==> src/ccf_div_cell.sv <==
// One restoring-division cell: settles one quotient bit of each centre lane.
module ccf_div_cell #(
  parameter int NUM_W = 8,
  parameter int DIV_W = 8,
  parameter int SB_W  = 1
) (
  input  logic             clk,
  input  logic             rst,
  input  logic             en,
  input  logic             valid_in,
  input  logic [NUM_W-1:0] num_x_in,
  input  logic [DIV_W-1:0] rem_x_in,
  input  logic [NUM_W-1:0] num_y_in,
  input  logic [DIV_W-1:0] rem_y_in,
  input  logic [DIV_W-1:0] divisor_in,
  input  logic [SB_W-1:0]  side_in,
  output logic             valid_out,
  output logic [NUM_W-1:0] num_x_out,
  output logic [DIV_W-1:0] rem_x_out,
  output logic [NUM_W-1:0] num_y_out,
  output logic [DIV_W-1:0] rem_y_out,
  output logic [DIV_W-1:0] divisor_out,
  output logic [SB_W-1:0]  side_out
);

  logic [DIV_W:0] trial_x, trial_y, diff_x, diff_y;
  logic           ge_x, ge_y;

  // The numerator shifts out at the top while quotient bits fill in at the bottom.
  always_comb begin
    trial_x = {rem_x_in, num_x_in[NUM_W-1]};
    trial_y = {rem_y_in, num_y_in[NUM_W-1]};
    diff_x  = trial_x - {1'b0, divisor_in};
    diff_y  = trial_y - {1'b0, divisor_in};
    ge_x    = trial_x >= {1'b0, divisor_in};
    ge_y    = trial_y >= {1'b0, divisor_in};
  end

  always_ff @(posedge clk) begin
    if (rst) begin
      valid_out <= 1'b0;
    end else if (en) begin
      valid_out <= valid_in;
    end
  end

  always_ff @(posedge clk) begin
    if (en) begin
      num_x_out   <= {num_x_in[NUM_W-2:0], ge_x};
      num_y_out   <= {num_y_in[NUM_W-2:0], ge_y};
      rem_x_out   <= ge_x ? diff_x[DIV_W-1:0] : trial_x[DIV_W-1:0];
      rem_y_out   <= ge_y ? diff_y[DIV_W-1:0] : trial_y[DIV_W-1:0];
      divisor_out <= divisor_in;
      side_out    <= side_in;
    end
  end

endmodule

==> config.mk <==
export PLATFORM = sky130hd
export DESIGN_NAME = ccf_div_cell
export DESIGN_NICKNAME = d
export VERILOG_FILES = /design/src/ccf_div_cell.sv
export SDC_FILE = /design/constraint.sdc
export NUM_CORES = 1
export LEC_CHECK = 0
export ABC_AREA = 1
export BUFFER_PORTS_ARGS = -buffer_cell sky130_fd_sc_hd__buf_2
export CORE_ASPECT_RATIO = 1.4
export CORE_MARGIN = 4
export CORE_UTILIZATION = 45
export DETAILED_ROUTE_END_ITERATION = 10
export PLACE_DENSITY = 0.79
export SLEW_MARGIN = 20
export SYNTH_ARGS = -nofsm -noshare
export SYNTH_HDL_FRONTEND = slang
export SYNTH_SLANG_ARGS = --single-unit
==> constraint.sdc <==
create_clock -name clk -period 1.5 [get_ports clk]
set_clock_uncertainty 0.05 [all_clocks]
set_input_delay 0 -clock clk [delete_from_list [all_inputs] [get_ports clk]]
set_output_delay 0 -clock clk [all_outputs]
set_load 0.1 [all_outputs]
==> results.md <==
- Max layer used: met4
- Mapped cell area: 0.002450 mm²
- Total CTS buffers: 5
- Row count: 31
- Worst skew pair latency: 0.29 ns
- Total GRT Usage: 19.95%
- RSZ-0062 raised after global routing: false
- Slew Viols, Final: 0
- Die X: 70.36 µm
- Status: finished clean
- Detail Placement HPWL: 4927 µm
- Pre-CTS setup slack: -0.1423 ns
- CP endpoint kind: flop
- IO Pins: 87
- Final instance area: 0.003548 mm²
- Critical path arrival: 1.40 ns
- Clock Sinks: 42
- N_diodes: 0
- Final Hold Viols: 0
- Die area: 0.006706 mm²
- Leak: 1.810 nW
- Post-CTS setup buffer count: 0
- Hold Crit Class: in2reg
- Slew Limit Headroom: 66.83%
- Grt total ovfl: 0
- Placed cells: 432
- First-pass GRT wire length: 10460 µm
- Hold WS: 0.01041 ns
- Final Core Density: 67.77%
- Initial Util: 46.79%
- Gp weighted congestion: 0.9481
- Share of the synthesized area in the top cell type: 50.26%
- FF-to-FF Start: valid_out
- Flop2flop setup slack: 0.28 ns
- Fmax: 708.7 MHz
- Routed WL: 6568 µm
- Synth area leader: edfxtp_1
- Crit path max fanout: 9
- Largest net degree at the start of global routing: 43
- Critical Path Start Type: primary input
- Hold path start: rem_y_in[6]
- Fin crit period: 1.411 ns
- Worst Path Required: 1.49 ns
- Wire per inst: 13.92 µm
- Sequential area share after synthesis: 51.07%
- H-tree levels: 2
- Detail Route Antenna Nets: 0
- Hold EP: rem_y_out[7]
- CTS tree: done
- Clock Tree Buf Depth: 2
- Fill cells: 392
- Peak supply drop: 0.4445 mV
- Met3 wire len: 434 µm
- Synth Instances: 258
- Vias in the first global route: 2329
- Fraction of layout cells with a size suffix above 1: 34.48%
- Post-synth cell types: 24
- DP Area: 0.003133 mm²
- Ys Warns: 0
- WS Path Type: in2reg
- CTS Root Cell: clkbuf_8
- Max cap viols: 0
- Main area contributors after synthesis: edfxtp_1, nand2_1, ha_1
- Port Buf Inserts: 86
- Total power: 3.933 mW
- Met1 Routed Length: 2369 µm
- Reg2reg path depth: 3
- Post-route setup slack: 0.08891 ns
- Syn avg cell area: 9.496 µm²
- Worst-Margin Slew: 0.5009 ns
- DRC: 0
- Final setup fails: 0
- Cts repair resizes: 0
- Chip height: 95.31 µm
- DR pass1 iterations: 4
- Fin cells: 472
- Pwr Density: 1108 mW/mm²
- FF+latch count, synth: 42
- Met2 wire len: 3358 µm
- Placeable Area: 0.005236 mm²
- Hold Crit Depth: 3
- Vias: 2305
- Starting DRC count in detailed routing: 114
- RR Endpoint: valid_out
- Layout area overhead: 44.84%
- Clk slew on worst S/H paths: 0.08 ns
- Vias per inst: 4.883
- Final worst-path cycle share: 94.07%
- Initial antenna violation count: 0
- Synthesized Nets: 321
- Fin nets: 468
- Final TNS setup: 0 ns
## worst max-delay path by stage
stage	from	endpoint	slack (ns)	depth (start not counted)
2_1_floorplan	divisor_in[2]	rem_x_out[7]	0.15	11
3_3_place_gp	divisor_in[6]	rem_x_out[3]	-0.11	11
3_5_place_dp	divisor_in[6]	rem_y_out[0]	-0.14	11
4_1_cts	divisor_in[6]	rem_y_out[0]	0.18	11
5_1_grt	divisor_in[6]	rem_y_out[4]	0.02	11
6_report	divisor_in[6]	rem_y_out[4]	0.09	11
## placed cells by master (no fill, tap or decap), drive strengths merged, types with 6 or more instances in the layout
cell type    count
buf            110
nand2           92
edfxtp          41
inv             39
dlygate4sd3     32
nand3           29
ha              16
nor2            15
a21oi            8
clkbuf           6
## final cells by class
type / instances / area [µm²] / share of cell area, %
Tap cell: 66 / 82.58 / 2.327
Inverter: 39 / 146.4 / 4.126
Multi-Input combinational cell: 175 / 1030 / 29.02
Timing Repair Buffer: 142 / 943.4 / 26.59
Clock buffer: 6 / 82.58 / 2.327
Clock inverter: 2 / 12.51 / 0.3526
Sequential cell: 42 / 1251 / 35.26
## report_power, final
group / internal [mW] / leakage, nW / total [mW] / switching, mW
Combinational: 0.413 / 1.35 / 1.73 / 1.32
Clock: 0.370 / 0.0472 / 0.737 / 0.368
Sequential: 1.44 / 0.409 / 1.46 / 0.0277
## worst max-delay path, stage by stage
cell,delay (ns)
buf_2,0.11
inv_1,0.12
ha_1,0.30
nand2_1,0.10
nor2_1,0.05
nand2_1,0.10
nor2_2,0.06
nor2_4,0.30
nand2_8,0.10
nand2_1,0.09
nand2_1,0.07
## flip-flops by register name, indices dropped and copies added (netlist names)
signal,flops
valid_out,1
rem_x_out,8
side_out,1
num_y_out,8
rem_y_out,8
divisor_out,8
num_x_out,8
## Yosys cell counts
library cell / number
nor2_1: 9
ha_1: 16
fa_1: 2
inv_1: 36
nor3_2: 1
buf_6: 2
a21oi_2: 2
nor2_2: 4
nor2_4: 2
nand3_1: 29
nand4_2: 1
nand2_4: 2
inv_2: 3
nand2_2: 5
nand2_1: 83
xnor2_1: 2
a21oi_1: 6
or2_1: 1
nand4_1: 3
edfxtp_1: 41
mux2i_1: 1
xor2_1: 4
dfxtp_1: 1
nand2_8: 2
## timing repair
| item | in CTS | in global routing |
|---|---|---|
| hold endpoints to repair | 31 | 0 |
| hold buffers | 32 | 0 |
| endpoints found under the setup margin | 0 | 1 |
## per-layer routing
metal	vias up	global-route usage [%]
li1	1138	-
met4	0	14.22
met1	1035	20.44
met5	-	0
met3	24	3.376
met2	108	36.41
## kinds of logic (layout without fill, tap and decap cells)
kind of cell / after synthesis / after routing / synth area share (%)
compound gates: 8 / 8 / 1.941
xor+xnor: 6 / 6 / 2.145
fa+ha+maj: 18 / 18 / 9.806
buf+inv: 41 / 189 / 6.895
flops: 42 / 42 / 51.07
mux: 1 / 1 / 0.4086
simple gates: 142 / 142 / 27.73
(Power assumes the default switching activity.)
