## src/ccf_sqrt_cell.sv

```systemverilog
// One digit-by-digit square-root cell: settles one root bit per cycle while en is high.
module ccf_sqrt_cell #(
  parameter int ROOT_W = 8,
  parameter int SB_W   = 1
) (
  input  logic                clk,
  input  logic                rst,
  input  logic                en,
  input  logic                valid_in,
  input  logic [2*ROOT_W-1:0] rad_in,
  input  logic [ROOT_W+1:0]   rem_in,
  input  logic [ROOT_W-1:0]   root_in,
  input  logic [SB_W-1:0]     side_in,
  output logic                valid_out,
  output logic [2*ROOT_W-1:0] rad_out,
  output logic [ROOT_W+1:0]   rem_out,
  output logic [ROOT_W-1:0]   root_out,
  output logic [SB_W-1:0]     side_out
);

  logic [ROOT_W+1:0] trial, test;
  logic              ge;

  // Before the last step the remainder stays below 2^ROOT_W, so its top bits drop.
  always_comb begin
    trial = {rem_in[ROOT_W-1:0], rad_in[2*ROOT_W-1 -: 2]};
    test  = {root_in, 2'b01};
    ge    = trial >= test;
  end

  always_ff @(posedge clk) begin
    if (rst) begin
      valid_out <= 1'b0;
    end else if (en) begin
      valid_out <= valid_in;
    end
  end

  always_ff @(posedge clk) begin
    if (en) begin
      rad_out  <= {rad_in[2*ROOT_W-3:0], 2'b00};
      rem_out  <= ge ? (trial - test) : trial;
      root_out <= {root_in[ROOT_W-2:0], ge};
      side_out <= side_in;
    end
  end

endmodule

```

## config.mk

```make
export PLATFORM = sky130hd
export DESIGN_NAME = ccf_sqrt_cell
export DESIGN_NICKNAME = d
export VERILOG_FILES = /design/src/ccf_sqrt_cell.sv
export SDC_FILE = /design/constraint.sdc
export NUM_CORES = 1
export LEC_CHECK = 0
export BUFFER_PORTS_ARGS = -buffer_cell sky130_fd_sc_hd__buf_2
export CAP_MARGIN = 20
export CORE_MARGIN = 2
export CORE_UTILIZATION = 50
export CTS_CLUSTER_DIAMETER = 150
export DETAILED_ROUTE_END_ITERATION = 12
export GPL_ROUTABILITY_DRIVEN = 0
export PLACE_DENSITY = 0.92
export SLEW_MARGIN = 40
export SYNTH_ARGS = -nofsm -noshare
export SYNTH_HDL_FRONTEND = slang
export SYNTH_SLANG_ARGS = --single-unit
```

## constraint.sdc

```tcl
create_clock -name clk -period 3.4 [get_ports clk]
set_clock_uncertainty 0.05 [all_clocks]
set_input_delay 0.68 -clock clk [delete_from_list [all_inputs] [get_ports clk]]
set_output_delay 0.68 -clock clk [all_outputs]
set_load 0.05 [all_outputs]
```

==> flow_summary_export.csv <==
group,metric,value,unit
finish,antenna_cells,0,
placement,port_buffers,70,
finish,num-nets-final,239,
logic_synthesis,synth.distinct_cells,36,
setup_path,worstPathCellList,"buf_2, inv_1, ha_1, a21o_1, a21o_1, nor3_1, o21a_2, mux2_2",
logic_synthesis,yosysWarningCount,0,
grt,antenna_found_initial,0,
cts,cts_max_path_buffers,2,
sta,fin_crit_sh,0.7004,
finish,area_delta_synth_final,26.21,%
finish,drive_gt1_frac,0.4450,
setup_path,critPathSlowestCell,"mux2_2",
logic_synthesis,synth_top_area_frac,0.6000,
sta,slew_headroom,0.5177,
setup_path,critPathCapture,"rem_out[7]",
pwr,p_leak,0.0009706,uW
logic_synthesis,synth.ff_latch_count,34,
grt,grt_pass1_wl,4643,um
drt,ant_nets,0,
sta,timing.final.max_slew_violations,0,
placement,placed_cells,227,
pwr,power_frac_clock,0.194,
cts,clkSinkCount,34,
logic_synthesis,synth.cell_area,1652,um^2
die,ios,75,
drt,via_per_inst,5.043,
finish,finalNonFillerCells,235,
logic_synthesis,synth.largest_area_cell,"edfxtp_1",
drt,finalWirelength,3051,um
cts,cts-htree-levels,2,
cts,numCtsBuffers,5,
sta,finalCriticalPeriod,2.381,ns
die,placeableCoreArea,3103,um^2
pwr,p_per_area,507.6,nW/um^2
logic_synthesis,syn_area_per_cell,14.36,um^2
logic_synthesis,synthesis.instances,115,
pwr,intPower,686.1,uW
placement,dp.final_hpwl,2386,um
pwr,seqPwrFrac,0.489,
cts,clock_latency,0.33,ns
hold_path,hp-class,"input pin to flop",
cts,cts.hold.buffers_added,0,
setup_path,r2r_setup_slack,2.77,ns
setup_path,cp-end-kind,"flop",
cts,root_buffer,"clkbuf_4",
drt,post_drt_wl_per_cell,12.98,um
setup_path,reg2reg_to,"valid_out",
sta,clock.fmax,420.0,MHz
drt,vias,1185,
die,die_w,61.48,um
setup_path,critPathRequiredTime,3.44,ns
logic_synthesis,ys_top_cells_by_area,"edfxtp_1, ha_1, mux2_1",
pwr,vdd_drop_max,0.2357,mV
cts,post_cts_buffers,0,
die,die_area,3779,um^2
drt,drt_iter0_markers,31,
die,num_rows,20,
sta,final-setup-viol-count,0,
setup_path,slowest_delay,0.37,ns
grt,grt_use_total,0.1735,
drt,drtPass1Iterations,4,
setup_path,timing.rr.start,"valid_out",
pwr,sw_frac_of_total,0.3516,
setup_path,worstPathArrival,2.42,ns
grt,grt_start_max_net_pins,35,
cts,cts_resized,0,
sta,hold_violations,0,
setup_path,crit_top_cell,"a21o_1",
sta,setup_tns,0,ns
die,die_y,61.48,um
drt,route.detailed.drc,0,
cts,cts_tree,"yes",
setup_path,critPathKind,"input pin to flop",
die,initial_core_util,0.5323,
sta,rsz0062_at_grt,"no",
sta,worst_pin_slew,0.7235,ns
setup_path,cp-startpoint,"root_in[4]",
setup_path,crit_fanout,11,
grt,overflow,0,
cts,path_clk_slew,0.09,ns
setup_path,worstRegToRegCells,2,
pwr,power.switching,372.0,uW
setup_path,cp-start-kind,"input pin",
pwr,p_comb_frac,0.317,
flow_run,drv_cap,0,
logic_synthesis,synth-seq-area-share,0.6121,
grt,grt_pass1_vias,1154,
run_status,outcome,"completed",
[cell usage after synthesis]
library cell and number:
dfxtp_1 1, o21a_2 2, nand2_1 1, conb_1 1, a221o_1 1, o221ai_2 1
ha_1 10, o211ai_1 2, o22a_1 1, buf_6 1, nand3_1 1, a211o_1 2
or3_1 1, xnor2_1 5, and3_1 1, a21oi_1 2, mux2_1 5, a2111oi_0 1
nor3_1 2, a41o_1 1, a21o_1 2, buf_4 2, inv_1 13, a31oi_2 1
o21a_1 2, xor2_1 1, o21bai_1 1, o22ai_2 1, nor2_1 7, mux2_2 3
or2_1 1, or4_1 1, and3_4 1, nor2b_1 1, mux2i_1 3, edfxtp_1 33
[per-stage QoR]
step	util	hold WS (ns)	area, um^2	power [uW]	setup slack (ns)
final	0.6718	0.4424	2085	1058	1.019
after global routing	0.6718	0.4203	2085	1113	0.9536
after CTS	0.6718	0.4271	2085	1071	1.020
after detailed placement	0.6556	0.4295	2034	864.8	0.6610
after global placement	0.6556	0.4203	2034	857.5	0.7044
after floorplan	-	0.6826	1655	786.7	0.9462
[power by group through the flow]
| stage | Combinational [uW] | Clock [uW] | Sequential (uW) |
|---|---|---|---|
| floorplan | 112 | 0 | 674 |
| CTS | 339 | 214 | 518 |
| finish | 335 | 206 | 517 |
| detailed placement | 338 | 0 | 527 |
| global route | 360 | 231 | 522 |
| global placement | 331 | 0 | 526 |
[cell type report]
cell class / instances / area (um^2)
clock buffers: 6 / 41.29
clock inverters: 2 / 8.758
fillers: 262 / 1018
inverters: 13 / 48.80
multi-input cells: 66 / 569.3
flip-flops and latches: 34 / 1011
well taps: 44 / 55.05
repair buffers: 70 / 350.3
[sequential cells by signal, indices dropped and copies added, names as in the netlist]
name,count
rad_out,14
rem_out,10
root_out,8
side_out,1
valid_out,1
[placed cells by master, fill, tap and decap left out, drive strengths merged, types with 3 or more instances in the layout]
cell    count
o21a        4
buf        70
mux2i       3
edfxtp     33
clkbuf      6
mux2        8
ha         10
xnor2       5
inv        13
nor2        7
[worst max-delay path, delay by kind of cell]
kind            cells  cell delay, ns
mux                 1            0.37
buf+inv             2            0.13
simple gates        1            0.18
fa+ha+maj           1            0.31
compound gates      3            0.75
[worst min path at each step]
stage,cells after the start,start,end
4_1_cts,2,rst,valid_out
5_1_grt,2,rst,valid_out
6_report,2,rst,valid_out
3_3_place_gp,2,valid_out,valid_out
2_1_floorplan,2,valid_out,valid_out
3_5_place_dp,2,valid_out,valid_out
[per-layer routing]
metal | vias to the layer above | routed length, um | GRT usage | part of all wire
li1 | 574 | - | - | -
met1 | 546 | 1166 | 0.1694 | 0.38
met2 | 58 | 1513 | 0.3267 | 0.50
met3 | 7 | 327 | 0.06933 | 0.11
met4 | 0 | 43 | 0.06383 | 0.014
met5 | - | 0 | 0 | 0
[cells by family after synthesis]
kind of cell | share of synthesized area
buf+inv | 0.04545
fa+ha+maj | 0.07576
simple gates | 0.05380
flops | 0.6121
compound gates | 0.1061
xor+xnor | 0.03182
mux | 0.07272
other cells | 0.002271
(Power assumes the default switching activity.)
